File: src/rtl/core/duration_dhms_alu_defines.svh
`ifndef DURATION_DHMS_ALU_DEFINES_SVH
`define DURATION_DHMS_ALU_DEFINES_SVH

// Checks that the consequent holds in the same cycle as the antecedent.
`define DDA_ASSERT_IMP(label, clk, rst_n, ante, cons, msg) \
	label: assert property (@(posedge clk) disable iff (!rst_n) (ante) |-> (cons)) \
		else $error(msg);

// Checks that the consequent holds in the cycle after the antecedent.
`define DDA_ASSERT_NXT(label, clk, rst_n, ante, cons, msg) \
	label: assert property (@(posedge clk) disable iff (!rst_n) (ante) |=> (cons)) \
		else $error(msg);

`endif

File: src/rtl/core/dda_pkg.sv
`timescale 1ns / 1ps

package dda_pkg;

	// Default width of the days field.
	localparam int DAYS_BITS_DEFAULT = 16;

	// Width of the days carry that comes out of the hours stage.
	localparam int DCARRY_W = 16;

	// Radix constants.
	localparam logic [31:0] SEC_PER_MIN  = 32'd60;
	localparam logic [31:0] HOUR_PER_DAY = 32'd24;

	// Reciprocals: x / 60 = (x * RECIP_60) >> 37 and x / 3 = (x * RECIP_3) >> 33
	// for every 32-bit x.
	localparam logic [31:0] RECIP_60 = 32'h8888_8889;
	localparam logic [31:0] RECIP_3  = 32'hAAAA_AAAB;

	// Operation codes.
	typedef enum logic [2:0] {
		FUNC_ADD  = 3'd0,
		FUNC_SUB  = 3'd1,
		FUNC_CMP  = 3'd2,
		FUNC_INC  = 3'd3,
		FUNC_DEC  = 3'd4,
		FUNC_NORM = 3'd5,
		FUNC_SECS = 3'd6
	} func_t;

	// Whether an item still needs the carry stages or is already final.
	typedef enum logic {
		KIND_FINAL = 1'b0,
		KIND_CARRY = 1'b1
	} kind_t;

	// Compare result flags.
	typedef struct packed {
		logic lt;
		logic eq;
		logic gt;
	} cmp_flags_t;

	// Pipeline advance and occupancy, from the control in the top level.
	typedef struct packed {
		logic adv_s1;
		logic adv_s2;
		logic adv_s3;
		logic adv_s4;
		logic adv_o;
		logic vld_s3;
		logic vld_s4;
	} pipe_ctl_t;

	// Quotient by 60 through a reciprocal multiply.
	function automatic logic [31:0] div60(input logic [31:0] x);
		logic [63:0] p;
		p = {32'd0, x} * {32'd0, RECIP_60};
		return {5'd0, p[63:37]};
	endfunction

	// Quotient by 24: a shift by three, then a reciprocal multiply by three.
	function automatic logic [31:0] div24(input logic [31:0] x);
		logic [63:0] p;
		p = {35'd0, x[31:3]} * {32'd0, RECIP_3};
		return {1'b0, p[63:33]};
	endfunction

endpackage

File: src/rtl/core/dda_req_if.sv
`timescale 1ns / 1ps

interface dda_req_if import dda_pkg::*; #(
	parameter int DAYS_BITS = DAYS_BITS_DEFAULT
) ();
	logic                 valid;
	logic                 ready;
	logic [2:0]           func;
	logic [DAYS_BITS-1:0] a_days;
	logic [7:0]           a_hours;
	logic [7:0]           a_minutes;
	logic [7:0]           a_seconds;
	logic [DAYS_BITS-1:0] b_days;
	logic [7:0]           b_hours;
	logic [7:0]           b_minutes;
	logic [7:0]           b_seconds;
	logic [31:0]          total_seconds;

	modport source (
		output valid, func, a_days, a_hours, a_minutes, a_seconds,
		output b_days, b_hours, b_minutes, b_seconds, total_seconds,
		input  ready
	);

	modport sink (
		input  valid, func, a_days, a_hours, a_minutes, a_seconds,
		input  b_days, b_hours, b_minutes, b_seconds, total_seconds,
		output ready
	);
endinterface

File: src/rtl/core/dda_rsp_if.sv
`timescale 1ns / 1ps

interface dda_rsp_if import dda_pkg::*; #(
	parameter int DAYS_BITS = DAYS_BITS_DEFAULT
) ();
	logic                 valid;
	logic                 ready;
	logic [DAYS_BITS-1:0] out_days;
	logic [7:0]           out_hours;
	logic [7:0]           out_minutes;
	logic [7:0]           out_seconds;
	logic                 is_less;
	logic                 is_equal;
	logic                 is_greater;

	modport source (
		output valid, out_days, out_hours, out_minutes, out_seconds,
		output is_less, is_equal, is_greater,
		input  ready
	);

	modport sink (
		input  valid, out_days, out_hours, out_minutes, out_seconds,
		input  is_less, is_equal, is_greater,
		output ready
	);
endinterface

File: src/rtl/core/dda_front.sv
`timescale 1ns / 1ps

module dda_front import dda_pkg::*; #(
	parameter int DAYS_BITS = DAYS_BITS_DEFAULT
) (
	input  logic                 clk,
	input  pipe_ctl_t            ctl,
	input  logic [2:0]           func,
	input  logic [DAYS_BITS-1:0] a_days,
	input  logic [7:0]           a_hours,
	input  logic [7:0]           a_minutes,
	input  logic [7:0]           a_seconds,
	input  logic [DAYS_BITS-1:0] b_days,
	input  logic [7:0]           b_hours,
	input  logic [7:0]           b_minutes,
	input  logic [7:0]           b_seconds,
	input  logic [31:0]          total_seconds,
	output kind_t                kind_s2,
	output logic [DAYS_BITS:0]   days_s2,
	output logic [8:0]           hours_s2,
	output logic [31:0]          minutes_s2,
	output logic [7:0]           seconds_s2,
	output cmp_flags_t           flags_s2
);

	logic [2:0]           func_s1;
	logic [DAYS_BITS-1:0] a_days_s1;
	logic [7:0]           a_hours_s1;
	logic [7:0]           a_minutes_s1;
	logic [7:0]           a_seconds_s1;
	logic [DAYS_BITS-1:0] b_days_s1;
	logic [7:0]           b_hours_s1;
	logic [7:0]           b_minutes_s1;
	logic [7:0]           b_seconds_s1;
	logic [31:0]          total_seconds_s1;

	func_t                func_e;

	logic [DAYS_BITS-1:0] sub_bd;
	logic [7:0]           sub_bh;
	logic [7:0]           sub_bm;
	logic [7:0]           sub_bs;
	logic [DAYS_BITS+1:0] dif_d;
	logic [9:0]           dif_h;
	logic [9:0]           dif_m;
	logic [9:0]           dif_s;
	logic                 bor_neg;

	kind_t                kind_d;
	cmp_flags_t           flags_d;
	logic [31:0]          sec_src;
	logic [8:0]           min_src;
	logic [8:0]           hr_src;
	logic [DAYS_BITS:0]   day_src;
	logic [DAYS_BITS:0]   fin_days;
	logic [8:0]           fin_hours;
	logic [31:0]          fin_minutes;
	logic [7:0]           fin_seconds;
	logic [31:0]          sec_q;
	logic [31:0]          sec_r;

	logic [DAYS_BITS:0]   days_d;
	logic [8:0]           hours_d;
	logic [31:0]          minutes_d;
	logic [7:0]           seconds_d;

	// Input register.
	always_ff @(posedge clk) begin
		if (ctl.adv_s1) begin
			func_s1          <= func;
			a_days_s1        <= a_days;
			a_hours_s1       <= a_hours;
			a_minutes_s1     <= a_minutes;
			a_seconds_s1     <= a_seconds;
			b_days_s1        <= b_days;
			b_hours_s1       <= b_hours;
			b_minutes_s1     <= b_minutes;
			b_seconds_s1     <= b_seconds;
			total_seconds_s1 <= total_seconds;
		end
	end

	assign func_e = func_t'(func_s1);

	// Field differences with one borrow per level; decrement subtracts one second.
	always_comb begin
		sub_bd = (func_e == FUNC_DEC) ? '0 : b_days_s1;
		sub_bh = (func_e == FUNC_DEC) ? '0 : b_hours_s1;
		sub_bm = (func_e == FUNC_DEC) ? '0 : b_minutes_s1;
		sub_bs = (func_e == FUNC_DEC) ? 8'd1 : b_seconds_s1;
		dif_d  = {2'b00, a_days_s1} - {2'b00, sub_bd};
		dif_h  = {2'b00, a_hours_s1} - {2'b00, sub_bh};
		dif_m  = {2'b00, a_minutes_s1} - {2'b00, sub_bm};
		dif_s  = {2'b00, a_seconds_s1} - {2'b00, sub_bs};
		if (dif_s[9]) begin
			dif_m = dif_m - 10'd1;
			dif_s = dif_s + 10'd60;
		end
		if (dif_m[9]) begin
			dif_h = dif_h - 10'd1;
			dif_m = dif_m + 10'd60;
		end
		if (dif_h[9]) begin
			dif_d = dif_d - {{(DAYS_BITS+1){1'b0}}, 1'b1};
			dif_h = dif_h + 10'd24;
		end
		bor_neg = dif_d[DAYS_BITS+1] | dif_h[9] | dif_m[9] | dif_s[9];
	end

	// Operand selection for the carry chain, and results that need no carry.
	always_comb begin
		kind_d      = KIND_FINAL;
		flags_d     = '0;
		sec_src     = '0;
		min_src     = '0;
		hr_src      = '0;
		day_src     = '0;
		fin_days    = '0;
		fin_hours   = '0;
		fin_minutes = '0;
		fin_seconds = '0;
		unique case (func_e)
			FUNC_ADD: begin
				kind_d  = KIND_CARRY;
				sec_src = 32'(a_seconds_s1) + 32'(b_seconds_s1);
				min_src = 9'(a_minutes_s1) + 9'(b_minutes_s1);
				hr_src  = 9'(a_hours_s1) + 9'(b_hours_s1);
				day_src = (DAYS_BITS+1)'(a_days_s1) + (DAYS_BITS+1)'(b_days_s1);
			end
			FUNC_SUB, FUNC_DEC: begin
				if (!bor_neg) begin
					fin_days    = {1'b0, dif_d[DAYS_BITS-1:0]};
					fin_hours   = {1'b0, dif_h[7:0]};
					fin_minutes = 32'(dif_m[7:0]);
					fin_seconds = dif_s[7:0];
				end
			end
			FUNC_CMP: begin
				flags_d.eq = (a_days_s1 == b_days_s1) && (a_hours_s1 == b_hours_s1) &&
					(a_minutes_s1 == b_minutes_s1) && (a_seconds_s1 == b_seconds_s1);
				flags_d.lt = (a_days_s1 < b_days_s1) ||
					((a_days_s1 == b_days_s1) && ((a_hours_s1 < b_hours_s1) ||
					((a_hours_s1 == b_hours_s1) && ((a_minutes_s1 < b_minutes_s1) ||
					((a_minutes_s1 == b_minutes_s1) && (a_seconds_s1 < b_seconds_s1))))));
				flags_d.gt = !flags_d.lt && !flags_d.eq;
			end
			FUNC_INC: begin
				kind_d  = KIND_CARRY;
				sec_src = 32'(a_seconds_s1) + 32'd1;
				min_src = 9'(a_minutes_s1);
				hr_src  = 9'(a_hours_s1);
				day_src = (DAYS_BITS+1)'(a_days_s1);
			end
			FUNC_NORM: begin
				kind_d  = KIND_CARRY;
				sec_src = 32'(a_seconds_s1);
				min_src = 9'(a_minutes_s1);
				hr_src  = 9'(a_hours_s1);
				day_src = (DAYS_BITS+1)'(a_days_s1);
			end
			FUNC_SECS: begin
				kind_d  = KIND_CARRY;
				sec_src = total_seconds_s1;
			end
			default: begin
			end
		endcase
	end

	// Seconds carry into minutes.
	assign sec_q = div60(sec_src);
	assign sec_r = sec_src - sec_q * SEC_PER_MIN;

	always_comb begin
		if (kind_d == KIND_CARRY) begin
			days_d    = day_src;
			hours_d   = hr_src;
			minutes_d = 32'(min_src) + sec_q;
			seconds_d = {2'b00, sec_r[5:0]};
		end else begin
			days_d    = fin_days;
			hours_d   = fin_hours;
			minutes_d = fin_minutes;
			seconds_d = fin_seconds;
		end
	end

	// Second pipeline register.
	always_ff @(posedge clk) begin
		if (ctl.adv_s2) begin
			kind_s2    <= kind_d;
			days_s2    <= days_d;
			hours_s2   <= hours_d;
			minutes_s2 <= minutes_d;
			seconds_s2 <= seconds_d;
			flags_s2   <= flags_d;
		end
	end

endmodule

File: src/rtl/core/dda_carry.sv
`timescale 1ns / 1ps
`include "duration_dhms_alu_defines.svh"

module dda_carry import dda_pkg::*; #(
	parameter int DAYS_BITS = DAYS_BITS_DEFAULT
) (
	input  logic                 clk,
	input  logic                 arst_n,
	input  pipe_ctl_t            ctl,
	input  kind_t                kind_s2,
	input  logic [DAYS_BITS:0]   days_s2,
	input  logic [8:0]           hours_s2,
	input  logic [31:0]          minutes_s2,
	input  logic [7:0]           seconds_s2,
	input  cmp_flags_t           flags_s2,
	output logic [DAYS_BITS:0]   days_s4,
	output logic [DCARRY_W-1:0]  dcarry_s4,
	output logic [7:0]           hours_s4,
	output logic [7:0]           minutes_s4,
	output logic [7:0]           seconds_s4,
	output cmp_flags_t           flags_s4
);

	kind_t                kind_s3;
	logic [DAYS_BITS:0]   days_s3;
	logic [31:0]          hours_s3;
	logic [7:0]           minutes_s3;
	logic [7:0]           seconds_s3;
	cmp_flags_t           flags_s3;
	kind_t                kind_s4;

	logic [31:0]          min_q;
	logic [31:0]          min_r;
	logic [31:0]          hr_q;
	logic [31:0]          hr_r;

	// Minutes carry into hours.
	assign min_q = div60(minutes_s2);
	assign min_r = minutes_s2 - min_q * SEC_PER_MIN;

	always_ff @(posedge clk) begin
		if (ctl.adv_s3) begin
			kind_s3    <= kind_s2;
			days_s3    <= days_s2;
			seconds_s3 <= seconds_s2;
			flags_s3   <= flags_s2;
			if (kind_s2 == KIND_CARRY) begin
				hours_s3   <= 32'(hours_s2) + min_q;
				minutes_s3 <= {2'b00, min_r[5:0]};
			end else begin
				hours_s3   <= 32'(hours_s2);
				minutes_s3 <= minutes_s2[7:0];
			end
		end
	end

	// Hours carry into days; the days addition follows in the output stage.
	assign hr_q = div24(hours_s3);
	assign hr_r = hours_s3 - hr_q * HOUR_PER_DAY;

	always_ff @(posedge clk) begin
		if (ctl.adv_s4) begin
			kind_s4    <= kind_s3;
			days_s4    <= days_s3;
			minutes_s4 <= minutes_s3;
			seconds_s4 <= seconds_s3;
			flags_s4   <= flags_s3;
			if (kind_s3 == KIND_CARRY) begin
				hours_s4  <= {3'b000, hr_r[4:0]};
				dcarry_s4 <= hr_q[DCARRY_W-1:0];
			end else begin
				hours_s4  <= hours_s3[7:0];
				dcarry_s4 <= '0;
			end
		end
	end

	// A carried item leaves each stage with its lower fields in range.
	`DDA_ASSERT_IMP(a_min_in_range, clk, arst_n, ctl.vld_s3 && (kind_s3 == KIND_CARRY), (minutes_s3 < 8'd60) && (seconds_s3 < 8'd60), "carried minutes or seconds out of range")
	`DDA_ASSERT_IMP(a_hour_in_range, clk, arst_n, ctl.vld_s4 && (kind_s4 == KIND_CARRY), (hours_s4 < 8'd24) && (minutes_s4 < 8'd60), "carried hours or minutes out of range")

endmodule

File: src/rtl/core/dda_out.sv
`timescale 1ns / 1ps

module dda_out import dda_pkg::*; #(
	parameter int DAYS_BITS = DAYS_BITS_DEFAULT
) (
	input  logic                 clk,
	input  pipe_ctl_t            ctl,
	input  logic [DAYS_BITS:0]   days_s4,
	input  logic [DCARRY_W-1:0]  dcarry_s4,
	input  logic [7:0]           hours_s4,
	input  logic [7:0]           minutes_s4,
	input  logic [7:0]           seconds_s4,
	input  cmp_flags_t           flags_s4,
	output logic [DAYS_BITS-1:0] out_days,
	output logic [7:0]           out_hours,
	output logic [7:0]           out_minutes,
	output logic [7:0]           out_seconds,
	output logic                 is_less,
	output logic                 is_equal,
	output logic                 is_greater
);

	localparam int DSUM_W = ((DAYS_BITS > DCARRY_W) ? DAYS_BITS : DCARRY_W) + 2;
	localparam logic [DSUM_W-1:0] DAYS_MAX_EXT =
		{{(DSUM_W-DAYS_BITS){1'b0}}, {DAYS_BITS{1'b1}}};

	logic [DSUM_W-1:0]    day_sum;
	logic [DAYS_BITS-1:0] days_sat;
	logic [DAYS_BITS-1:0] out_days_q;
	logic [7:0]           out_hours_q;
	logic [7:0]           out_minutes_q;
	logic [7:0]           out_seconds_q;
	cmp_flags_t           flags_q;

	// Add the carry from hours and saturate the days at their maximum.
	assign day_sum  = DSUM_W'(days_s4) + DSUM_W'(dcarry_s4);
	assign days_sat = (day_sum > DAYS_MAX_EXT) ? {DAYS_BITS{1'b1}} : day_sum[DAYS_BITS-1:0];

	// Output register.
	always_ff @(posedge clk) begin
		if (ctl.adv_o) begin
			out_days_q    <= days_sat;
			out_hours_q   <= hours_s4;
			out_minutes_q <= minutes_s4;
			out_seconds_q <= seconds_s4;
			flags_q       <= flags_s4;
		end
	end

	assign out_days    = out_days_q;
	assign out_hours   = out_hours_q;
	assign out_minutes = out_minutes_q;
	assign out_seconds = out_seconds_q;
	assign is_less     = flags_q.lt;
	assign is_equal    = flags_q.eq;
	assign is_greater  = flags_q.gt;

endmodule

File: src/rtl/core/duration_dhms_alu.sv
// Duration arithmetic on days, hours, minutes and seconds.
// The req channel carries an opcode, two operands a and b and a seconds count;
// the rsp channel carries one result per request: the four result fields and
// the three compare flags. Both channels use valid/ready, and a transfer takes
// place at a rising edge with valid and ready both high.
// The transfer edge loads the input register, and the result then moves through
// the seconds carry, minutes carry, hours carry and output registers in turn.
// Throughput: one request per cycle while rsp.ready is high. Each of the three carry
// stages holds one constant reciprocal multiply, which sets the clock period.
// Each stage advances whenever the stage after it is empty or moving, so empty
// slots are squeezed out and req.ready stays high while any slot is free.
// When the receiver holds rsp.ready low, the result stays in the output register
// and the pipeline keeps filling behind it; req.ready drops only once all five
// stages are occupied.
// Reset (arst_n low) empties the pipeline at once; no result is pending after it.
// Days saturate at 2**DAYS_BITS - 1.
`timescale 1ns / 1ps
`include "duration_dhms_alu_defines.svh"

module duration_dhms_alu import dda_pkg::*; #(
	parameter int DAYS_BITS = DAYS_BITS_DEFAULT
) (
	input logic         clk,
	input logic         arst_n,
	dda_req_if.sink     req,
	dda_rsp_if.source   rsp
);

	pipe_ctl_t            ctl;
	logic                 vld_s1;
	logic                 vld_s2;
	logic                 vld_s3;
	logic                 vld_s4;
	logic                 out_vld_q;

	kind_t                kind_s2;
	logic [DAYS_BITS:0]   days_s2;
	logic [8:0]           hours_s2;
	logic [31:0]          minutes_s2;
	logic [7:0]           seconds_s2;
	cmp_flags_t           flags_s2;

	logic [DAYS_BITS:0]   days_s4;
	logic [DCARRY_W-1:0]  dcarry_s4;
	logic [7:0]           hours_s4;
	logic [7:0]           minutes_s4;
	logic [7:0]           seconds_s4;
	cmp_flags_t           flags_s4;

	// Stage advance: a stage loads when it is empty or its successor moves.
	always_comb begin
		ctl.adv_o  = !out_vld_q || rsp.ready;
		ctl.adv_s4 = !vld_s4 || ctl.adv_o;
		ctl.adv_s3 = !vld_s3 || ctl.adv_s4;
		ctl.adv_s2 = !vld_s2 || ctl.adv_s3;
		ctl.adv_s1 = !vld_s1 || ctl.adv_s2;
		ctl.vld_s3 = vld_s3;
		ctl.vld_s4 = vld_s4;
	end

	assign req.ready = ctl.adv_s1;
	assign rsp.valid = out_vld_q;

	// Valid bits of the pipeline.
	always_ff @(posedge clk or negedge arst_n) begin
		if (!arst_n) begin
			vld_s1    <= 1'b0;
			vld_s2    <= 1'b0;
			vld_s3    <= 1'b0;
			vld_s4    <= 1'b0;
			out_vld_q <= 1'b0;
		end else begin
			if (ctl.adv_s1) vld_s1 <= req.valid;
			if (ctl.adv_s2) vld_s2 <= vld_s1;
			if (ctl.adv_s3) vld_s3 <= vld_s2;
			if (ctl.adv_s4) vld_s4 <= vld_s3;
			if (ctl.adv_o)  out_vld_q <= vld_s4;
		end
	end

	// Input register, subtract, compare and seconds carry.
	dda_front #(.DAYS_BITS(DAYS_BITS)) u_front (
		.clk           (clk),
		.ctl           (ctl),
		.func          (req.func),
		.a_days        (req.a_days),
		.a_hours       (req.a_hours),
		.a_minutes     (req.a_minutes),
		.a_seconds     (req.a_seconds),
		.b_days        (req.b_days),
		.b_hours       (req.b_hours),
		.b_minutes     (req.b_minutes),
		.b_seconds     (req.b_seconds),
		.total_seconds (req.total_seconds),
		.kind_s2       (kind_s2),
		.days_s2       (days_s2),
		.hours_s2      (hours_s2),
		.minutes_s2    (minutes_s2),
		.seconds_s2    (seconds_s2),
		.flags_s2      (flags_s2)
	);

	// Minutes and hours carry.
	dda_carry #(.DAYS_BITS(DAYS_BITS)) u_carry (
		.clk        (clk),
		.arst_n     (arst_n),
		.ctl        (ctl),
		.kind_s2    (kind_s2),
		.days_s2    (days_s2),
		.hours_s2   (hours_s2),
		.minutes_s2 (minutes_s2),
		.seconds_s2 (seconds_s2),
		.flags_s2   (flags_s2),
		.days_s4    (days_s4),
		.dcarry_s4  (dcarry_s4),
		.hours_s4   (hours_s4),
		.minutes_s4 (minutes_s4),
		.seconds_s4 (seconds_s4),
		.flags_s4   (flags_s4)
	);

	// Days saturation and output register.
	dda_out #(.DAYS_BITS(DAYS_BITS)) u_out (
		.clk         (clk),
		.ctl         (ctl),
		.days_s4     (days_s4),
		.dcarry_s4   (dcarry_s4),
		.hours_s4    (hours_s4),
		.minutes_s4  (minutes_s4),
		.seconds_s4  (seconds_s4),
		.flags_s4    (flags_s4),
		.out_days    (rsp.out_days),
		.out_hours   (rsp.out_hours),
		.out_minutes (rsp.out_minutes),
		.out_seconds (rsp.out_seconds),
		.is_less     (rsp.is_less),
		.is_equal    (rsp.is_equal),
		.is_greater  (rsp.is_greater)
	);

	// At most one compare flag, and a compare result carries all-zero fields.
	`DDA_ASSERT_IMP(a_flags_onehot, clk, arst_n, rsp.valid, $onehot0({rsp.is_less, rsp.is_equal, rsp.is_greater}), "more than one compare flag set")
	`DDA_ASSERT_IMP(a_cmp_fields_zero, clk, arst_n, rsp.valid && (rsp.is_less || rsp.is_equal || rsp.is_greater), (rsp.out_days == '0) && (rsp.out_hours == '0) && (rsp.out_minutes == '0) && (rsp.out_seconds == '0), "compare result with nonzero fields")
	// A request transfer always lands in the input register.
	`DDA_ASSERT_NXT(a_accept_fills_s1, clk, arst_n, req.valid && req.ready, vld_s1, "accepted request lost at the input register")

endmodule
File: src/flat_wrapper.sv
// flat-port wrapper written by rule: the top's interface ports become plain ports
module duration_dhms_alu_flat import dda_pkg::*;
#(
	parameter int DAYS_BITS = DAYS_BITS_DEFAULT
)
  (clk, arst_n, req_valid, req_func, req_a_days, req_a_hours, req_a_minutes, req_a_seconds, req_b_days, req_b_hours, req_b_minutes, req_b_seconds, req_total_seconds, req_ready, rsp_valid, rsp_out_days, rsp_out_hours, rsp_out_minutes, rsp_out_seconds, rsp_is_less, rsp_is_equal, rsp_is_greater, rsp_ready);
  dda_req_if #(.DAYS_BITS(DAYS_BITS)) req_i ();
  dda_rsp_if #(.DAYS_BITS(DAYS_BITS)) rsp_i ();
  input logic clk;
  input logic arst_n;
  input wire logic [$bits(req_i.valid)-1:0] req_valid;
  input wire logic [$bits(req_i.func)-1:0] req_func;
  input wire logic [$bits(req_i.a_days)-1:0] req_a_days;
  input wire logic [$bits(req_i.a_hours)-1:0] req_a_hours;
  input wire logic [$bits(req_i.a_minutes)-1:0] req_a_minutes;
  input wire logic [$bits(req_i.a_seconds)-1:0] req_a_seconds;
  input wire logic [$bits(req_i.b_days)-1:0] req_b_days;
  input wire logic [$bits(req_i.b_hours)-1:0] req_b_hours;
  input wire logic [$bits(req_i.b_minutes)-1:0] req_b_minutes;
  input wire logic [$bits(req_i.b_seconds)-1:0] req_b_seconds;
  input wire logic [$bits(req_i.total_seconds)-1:0] req_total_seconds;
  output wire logic [$bits(req_i.ready)-1:0] req_ready;
  output wire logic [$bits(rsp_i.valid)-1:0] rsp_valid;
  output wire logic [$bits(rsp_i.out_days)-1:0] rsp_out_days;
  output wire logic [$bits(rsp_i.out_hours)-1:0] rsp_out_hours;
  output wire logic [$bits(rsp_i.out_minutes)-1:0] rsp_out_minutes;
  output wire logic [$bits(rsp_i.out_seconds)-1:0] rsp_out_seconds;
  output wire logic [$bits(rsp_i.is_less)-1:0] rsp_is_less;
  output wire logic [$bits(rsp_i.is_equal)-1:0] rsp_is_equal;
  output wire logic [$bits(rsp_i.is_greater)-1:0] rsp_is_greater;
  input wire logic [$bits(rsp_i.ready)-1:0] rsp_ready;
  assign req_i.valid = req_valid;
  assign req_i.func = req_func;
  assign req_i.a_days = req_a_days;
  assign req_i.a_hours = req_a_hours;
  assign req_i.a_minutes = req_a_minutes;
  assign req_i.a_seconds = req_a_seconds;
  assign req_i.b_days = req_b_days;
  assign req_i.b_hours = req_b_hours;
  assign req_i.b_minutes = req_b_minutes;
  assign req_i.b_seconds = req_b_seconds;
  assign req_i.total_seconds = req_total_seconds;
  assign req_ready = req_i.ready;
  assign rsp_valid = rsp_i.valid;
  assign rsp_out_days = rsp_i.out_days;
  assign rsp_out_hours = rsp_i.out_hours;
  assign rsp_out_minutes = rsp_i.out_minutes;
  assign rsp_out_seconds = rsp_i.out_seconds;
  assign rsp_is_less = rsp_i.is_less;
  assign rsp_is_equal = rsp_i.is_equal;
  assign rsp_is_greater = rsp_i.is_greater;
  assign rsp_i.ready = rsp_ready;
  duration_dhms_alu #(.DAYS_BITS(DAYS_BITS)) u_core (.clk(clk), .arst_n(arst_n), .req(req_i), .rsp(rsp_i));
endmodule
File: config.mk
export PLATFORM = sky130hd
export DESIGN_NAME = duration_dhms_alu_flat
export DESIGN_NICKNAME = d
export VERILOG_FILES = /design/src/rtl/core/dda_pkg.sv /design/src/rtl/core/dda_req_if.sv /design/src/rtl/core/dda_rsp_if.sv /design/src/rtl/core/dda_front.sv /design/src/rtl/core/dda_carry.sv /design/src/rtl/core/dda_out.sv /design/src/rtl/core/duration_dhms_alu.sv /design/src/flat_wrapper.sv
export VERILOG_INCLUDE_DIRS = /design/src /design/src/rtl/core
export SDC_FILE = /design/constraint.sdc
export NUM_CORES = 2
export LEC_CHECK = 0
export BUFFER_PORTS_ARGS = -buffer_cell sky130_fd_sc_hd__clkbuf_2
export CELL_PAD_IN_SITES_DETAIL_PLACEMENT = 1
export CELL_PAD_IN_SITES_GLOBAL_PLACEMENT = 1
export CORE_MARGIN = 8
export CORE_UTILIZATION = 45
export CTS_CLUSTER_DIAMETER = 100
export DETAILED_ROUTE_END_ITERATION = 16
export HOLD_SLACK_MARGIN = 0.12
export PLACE_DENSITY_LB_ADDON = 0.1
export SLEW_MARGIN = 20
export SYNTH_ARGS = -nofsm -noshare
export SYNTH_HDL_FRONTEND = slang
export SYNTH_HIERARCHICAL = 1
export SYNTH_SLANG_ARGS = --single-unit
export TNS_END_PERCENT = 10
File: constraint.sdc
create_clock -name clk -period 11.2 [get_ports clk]
set_input_delay 2.24 -clock clk [delete_from_list [all_inputs] [get_ports clk]]
set_output_delay 2.24 -clock clk [all_outputs]
set_load 0.1 [all_outputs]
After elaboration in Yosys (flattened, before gate mapping)
Cells that the tools add are included.

cells by class
  muxes and demuxes = 30
  add/subtract/negate cells = 21
  bitwise logic cells = 4
  $mul = 6
  equal/unequal tests = 10
  reductions and logical operators = 27
  order comparisons = 5

operator list
  kind                    number
  $mul 32x32->64 const B  2
  $pmux 32 s4             1
  $mul 25x32->57 const B  1
  $add 9x27->28           2
  $mux 8                  7
  $mul 27x4->4 const B    2
  $mux 10                 5
  $mux 16                 3
  $pmux 9 s2              2
  $pmux 17 s2             1
  $mux 32                 1
  $add 8x8->9             3
  $sub 8x8->9             3
  $eq 8x8->1              3
  $lt 8x8->1              3
  $mul 24x2->2 const B    1
  $mux 6                  4
  $sub 9x2->10 const B    2
  $add 17x16->18          1
  $gt 18x16->1 const B    1
  $mux 18                 1
  $mux 9                  2
  $sub 17x2->18 const B   1
  $add 16x16->17          1
  other kinds (24)        50

storage, ports and cells
  register bits after elaboration = 358
  input port bits = 119
  output and inout port bits = 45

Longest topological paths before layout
  depth after elaboration = 14
  gate-level depth with buffers = 51

Modules after synthesis
Netlist, hierarchy kept.

modules (own cells, without submodules)
  module             cells each  instances  seq. area each (um^2)  area each (um^2)
  dda_front          2,500       1          5,435.2                23,926.7
  dda_carry          2,205       1          3,753.6                23,112.2
  dda_out            167         1          1,291.2                2,228.4
  duration_dhms_alu  17          1          125.1                  207.7

Worst setup path before layout
OpenSTA, ideal clock, no wires.

  kind = register to register
  from = reg u_core.u_front.func_s1[1] (netlist: u_core/u_front/func_e[1])
  to = reg u_core.u_front.minutes_s2[24], data pin
  path slack = 0.556 ns
  data required time = 10.934 ns
  stages on the path, launching flop included = 45
  setup time = 0.266 ns
  data arrival time = 10.378 ns
  cell sequence = edfxtp_1 buf_2 buf_1 nand3b_1 and2_1 ha_1 a21oi_1 a21boi_0 o21ai_0 nand2b_1 a21o_1 a21oi_1 xnor2_1 nor3b_1 a211oi_1 a31oi_1 ha_1 inv_1 (+9 left out) nand3_1 or4_1 or3_4 a21oi_4 nor2_1 xnor2_1 ha_1 nand2_1 nor2_1 nand2_1 or2_2 a2bb2oi_1 o2111ai_1 nand4b_1 nor4_4 nor4b_2 xor2_1 nor2_1

on the way
  word-level cells in the longest chain between the ends = 5
  elaborated cells between the ends (all ways) = 12
  classes of those cells = add/sub (1); mul (1); eq/ne (3); mux (4); reduce/logical (3)

ends and longest elaborated chain
  item                                                   RTL line                         source
  start, declared                                        dda_front.sv:26                  logic [2:0] func_s1;
  start signal, assigned                                 dda_front.sv:70                  func_s1 <= func;
  $eq 3x3->1 (tied with other cells)                     dda_front.sv:122                 unique case (func_e)
  $pmux 32 s4 / $reduce_or 2->1 (equally long branches)  -
  $mul 32x32->64 / $pmux 9 s2 (equally long branches)    dda_pkg.sv:58, dda_front.sv:122
  $add 9x27->28                                          dda_front.sv:178                 minutes_d = 32'(min_src) + sec_q;
  $mux 32 (*)                                            dda_front.sv:175                 if (kind_d == KIND_CARRY) begin
  end signal, assigned                                   dda_front.sv:194                 minutes_s2 <= minutes_d;
  end, declared                                          dda_front.sv:21                  output logic [31:0] minutes_s2,

Mark *: on every way between the ends. The rest lies on a longest branch, timed or not.
A chain may end at the register's enable or synchronous reset.

Worst setup path in the final report
  from = reg u_core.u_front.func_s1[2] (netlist: u_core/u_front/func_e[2])
  to = reg u_core.u_front.minutes_s2[20], data pin

The elaborated chain is that of the path after synthesis.

==> flow_summary.json <==
{
  "status": "finished, final reports clean",
  "cts_tree": "built",
  "synth_edf_count": 349,
  "hpwl_mm": 122,
  "finalSetupViolCount": 0,
  "r2r_start": "u_core/u_front/func_e[2]",
  "fin_tns_setup_ns": 0,
  "synth_ff_type": "edfxtp_1",
  "route.met2.wl_mm": 67.6,
  "io_pins": 164,
  "endpoint_kind": "register",
  "synthAdderAreaFrac_pct": 44.3,
  "gp_congestion": 0.894,
  "clockRootBuffer": "clkbuf_16",
  "worst_pin_slew_ns": 1.01,
  "crit_slowest_cell": "fa_1",
  "dieHeight_um": 348,
  "synth_mux_area_share_pct": 0.319,
  "routed.top_layer": "met4",
  "synth_compound_area_share_pct": 11.8,
  "yosys.area_share.simple_pct": 9.59,
  "cts.clk_slew.worst_paths_ns": 0.06,
  "clock_latency_ns": 0.66,
  "cp_num_buf_inv": 7,
  "hp-class": "reg -> reg",
  "synth-xor-area-share_pct": 3.89,
  "slowest_delay_ns": 0.50,
  "crit_fanout": 6,
  "cp.arrival_ns": 11.03,
  "grt_overflow_total": 0,
  "clk_path_buf_depth": 3,
  "core_area_um2": 109000,
  "cap_violations": 0,
  "route.met3.wl_mm": 5.35,
  "synth_top_area_cell": "ha_1",
  "finalHoldViolCount": 0,
  "crit_type": "reg -> reg",
  "post-route-drc-count": 0,
  "yosys-top-cells-area": "ha_1 (24%), edfxtp_1 (21%), fa_1 (21%)",
  "rsz0062_at_grt": "yes",
  "crit_top_cell": "ha_1",
  "drive_above_1_share_pct": 7.89,
  "holdPathStages": 0,
  "holdPathEnd": "u_core/u_out/out_hours[2]",
  "grt_start_max_net_pins": 67,
  "vias_per_cell": 5.49,
  "period_needed_ns": 10.67,
  "cts_buffers": 46,
  "antenna_found_initial": 4,
  "r2r_end": "u_core/u_front/minutes_s2[20]",
  "ys_types": 139,
  "wire_per_inst_um": 22.0,
  "start_util_pct": 45.4,
  "seq_area_frac_synth_pct": 21.4,
  "area_growth_pct": 8.47,
  "nFillCells": 12157,
  "postCtsHoldBufs": 0,
  "wl_met1_mm": 67.3,
  "max_freq_ghz": 0.0937,
  "grt_first_pass_wirelength_mm": 224,
  "hold_start": "u_core/u_carry/hours_s4[2]",
  "worst_setup_path_start_kind": "register",
  "critical-path-top-delay-family": "adder cells",
  "numClockSinks": 354,
  "synthArstFlopShare_pct": 1.41,
  "syn_inst": 4889,
  "rrSetupSlack_ns": 0.53,
  "fin_crit_sh_pct": 95.3,
  "track_usage_pct": 23.6,
  "skew_ns": 0.0594,
  "vias": 35731,
  "first_iter_violations": 1712,
  "avgSynthCellArea_um2": 10.1,
  "ys_warn_count": 6,
  "io_buffers": 163,
  "crit_required_ns": 11.56,
  "nets": 6626,
  "syn_area_um2": 49500,
  "htree_levels": 2,
  "maxSlewHeadroom_pct": 32.7,
  "synth_top_family_by_area": "adder cells",
  "rr_worst_depth": 49,
  "yosys.area.top_type_share_pct": 23.6,
  "die_w_um": 348,
  "multi_input_area_um2": 34800,
  "grt_pass1_vias": 39083,
  "die-area_um2": 121000,
  "totalWireLength_mm": 144,
  "antenna_left": 0,
  "firstDrtPassIters": 5,
  "register_area_um2": 10600,
  "ys_ff_latch": 354,
  "num_rows": 121,
  "final_max_slew_viol_count": 0
}
cells by family after synthesis:
group	after synthesis
muxes	14
xor gates and xnor gates	219
AOI/OAI and AO/OA	860
adders and majority gates	1446
and+or+nand+nor	897
DFF	354
other	1
buffers and inverters	1098
layout by cell type (no fill, tap or decap), types with 42 or more instances in the layout:
cell type and count:
xor2_1 74, clkbuf_16 46, a21oi_1 236, o21ai_0 144
fa_1 511, a21o_1 96, clkbuf_2 163, nand2b_1 42
nand2_1 231, and2_1 44, xnor2_1 142, nand4_1 56
edfxtp_1 349, inv_1 1017, nand3_1 59, nor3_1 49
nor2_1 208, ha_1 928
worst reg2reg max path: cells and delay by family, from the launching register on:
kind,cells,cell delay (ns)
XOR/XNOR,4,0.58
AND/OR/NAND/NOR,18,3.33
AO/OA/AOI/OAI,10,1.47
buffers and inverters,7,0.91
adder cells (fa/ha/maj),10,3.72
flip-flops,1,0.38
through the flow:
step | util, % | instance area, um2 | cells | hold WS (ns) | worst slack, ns
global placement | 47.6 | 51900 | 6421 | 0.401 | 0.119
floorplan | - | 49500 | 4892 | 0.400 | 0.556
CTS | 49.1 | 53500 | 6506 | 0.415 | 0.0231
detailed placement | 47.6 | 51900 | 6421 | 0.405 | -0.134
global route | 49.2 | 53700 | 6512 | 0.410 | -0.0788
finish | 49.2 | 53700 | 6514 | 0.415 | 0.525
cells in the mapped netlist (28+ instances only):
cell type and instances:
a21o_1 96, clkbuf_1 39, nor2b_1 28, xor2_1 74
inv_1 1018, and2_1 44, nand4_1 56, a211oi_1 35
ha_1 933, edfxtp_1 349, nor3_1 51, o21ai_0 144
nand2b_1 44, nand3_1 61, o21bai_1 38, o21a_1 39
a31oi_1 29, a21oi_1 238, nor2_1 209, nand2_1 232
xnor2_1 144, fa_1 511
sequential cells by signal, summed over array words and instances, names as in the netlist, 9 cells and up:
signal and count:
u_core/u_front/minutes_s2 28, u_core/u_front/days_s2 17, u_core/u_front/hours_s2 9, u_core/u_carry/days_s4 17, u_core/u_front/a_days_s1 16, u_core/u_front/b_days_s1 16, u_core/u_out/out_days 16, u_core/u_front/total_seconds_s1 32
u_core/u_carry/hours_s3 28, u_core/u_carry/days_s3 17, u_core/u_carry/dcarry_s4 16
per-layer routing:
metal	vias to the layer above	GRT usage (%)
met4	0	5.32
met5	-	0
met1	18008	32.3
met2	563	39.9
met3	171	2.99
li1	16989	-
repair_timing:
action | 4_1_cts | 5_1_grt
setup endpoints to repair | 5 | 13
pin swaps | 0 | 6
buffers inserted | 2 | 6
resized for setup | 2 | 17
worst max-delay path by stage:
stage | start | endpoint | cells after the start
floorplan | u_core/u_front/func_e[1] | u_core/u_front/minutes_s2[24] | 44
global placement | u_core/u_front/func_e[2] | u_core/u_front/minutes_s2[24] | 42
detailed placement | u_core/u_front/func_e[2] | u_core/u_front/minutes_s2[24] | 42
CTS | u_core/u_front/func_e[2] | u_core/u_front/minutes_s2[24] | 44
global route | u_core/u_front/func_e[2] | u_core/u_front/minutes_s2[20] | 49
finish | u_core/u_front/func_e[2] | u_core/u_front/minutes_s2[20] | 49
final cells by class:
class / count / area share (%)
diodes: 2 / 0.00933
inverters: 1020 / 7.14
multi-input cells: 3440 / 64.8
well taps: 1414 / 3.30
clock inverters: 35 / 0.804
flip-flops and latches: 354 / 19.8
repair buffers: 201 / 2.05
clock buffers: 48 / 2.16
Power is left out: the tool's default activity adds up to more than one toggle a clock period on the data nets, which glitch-free logic cannot reach.
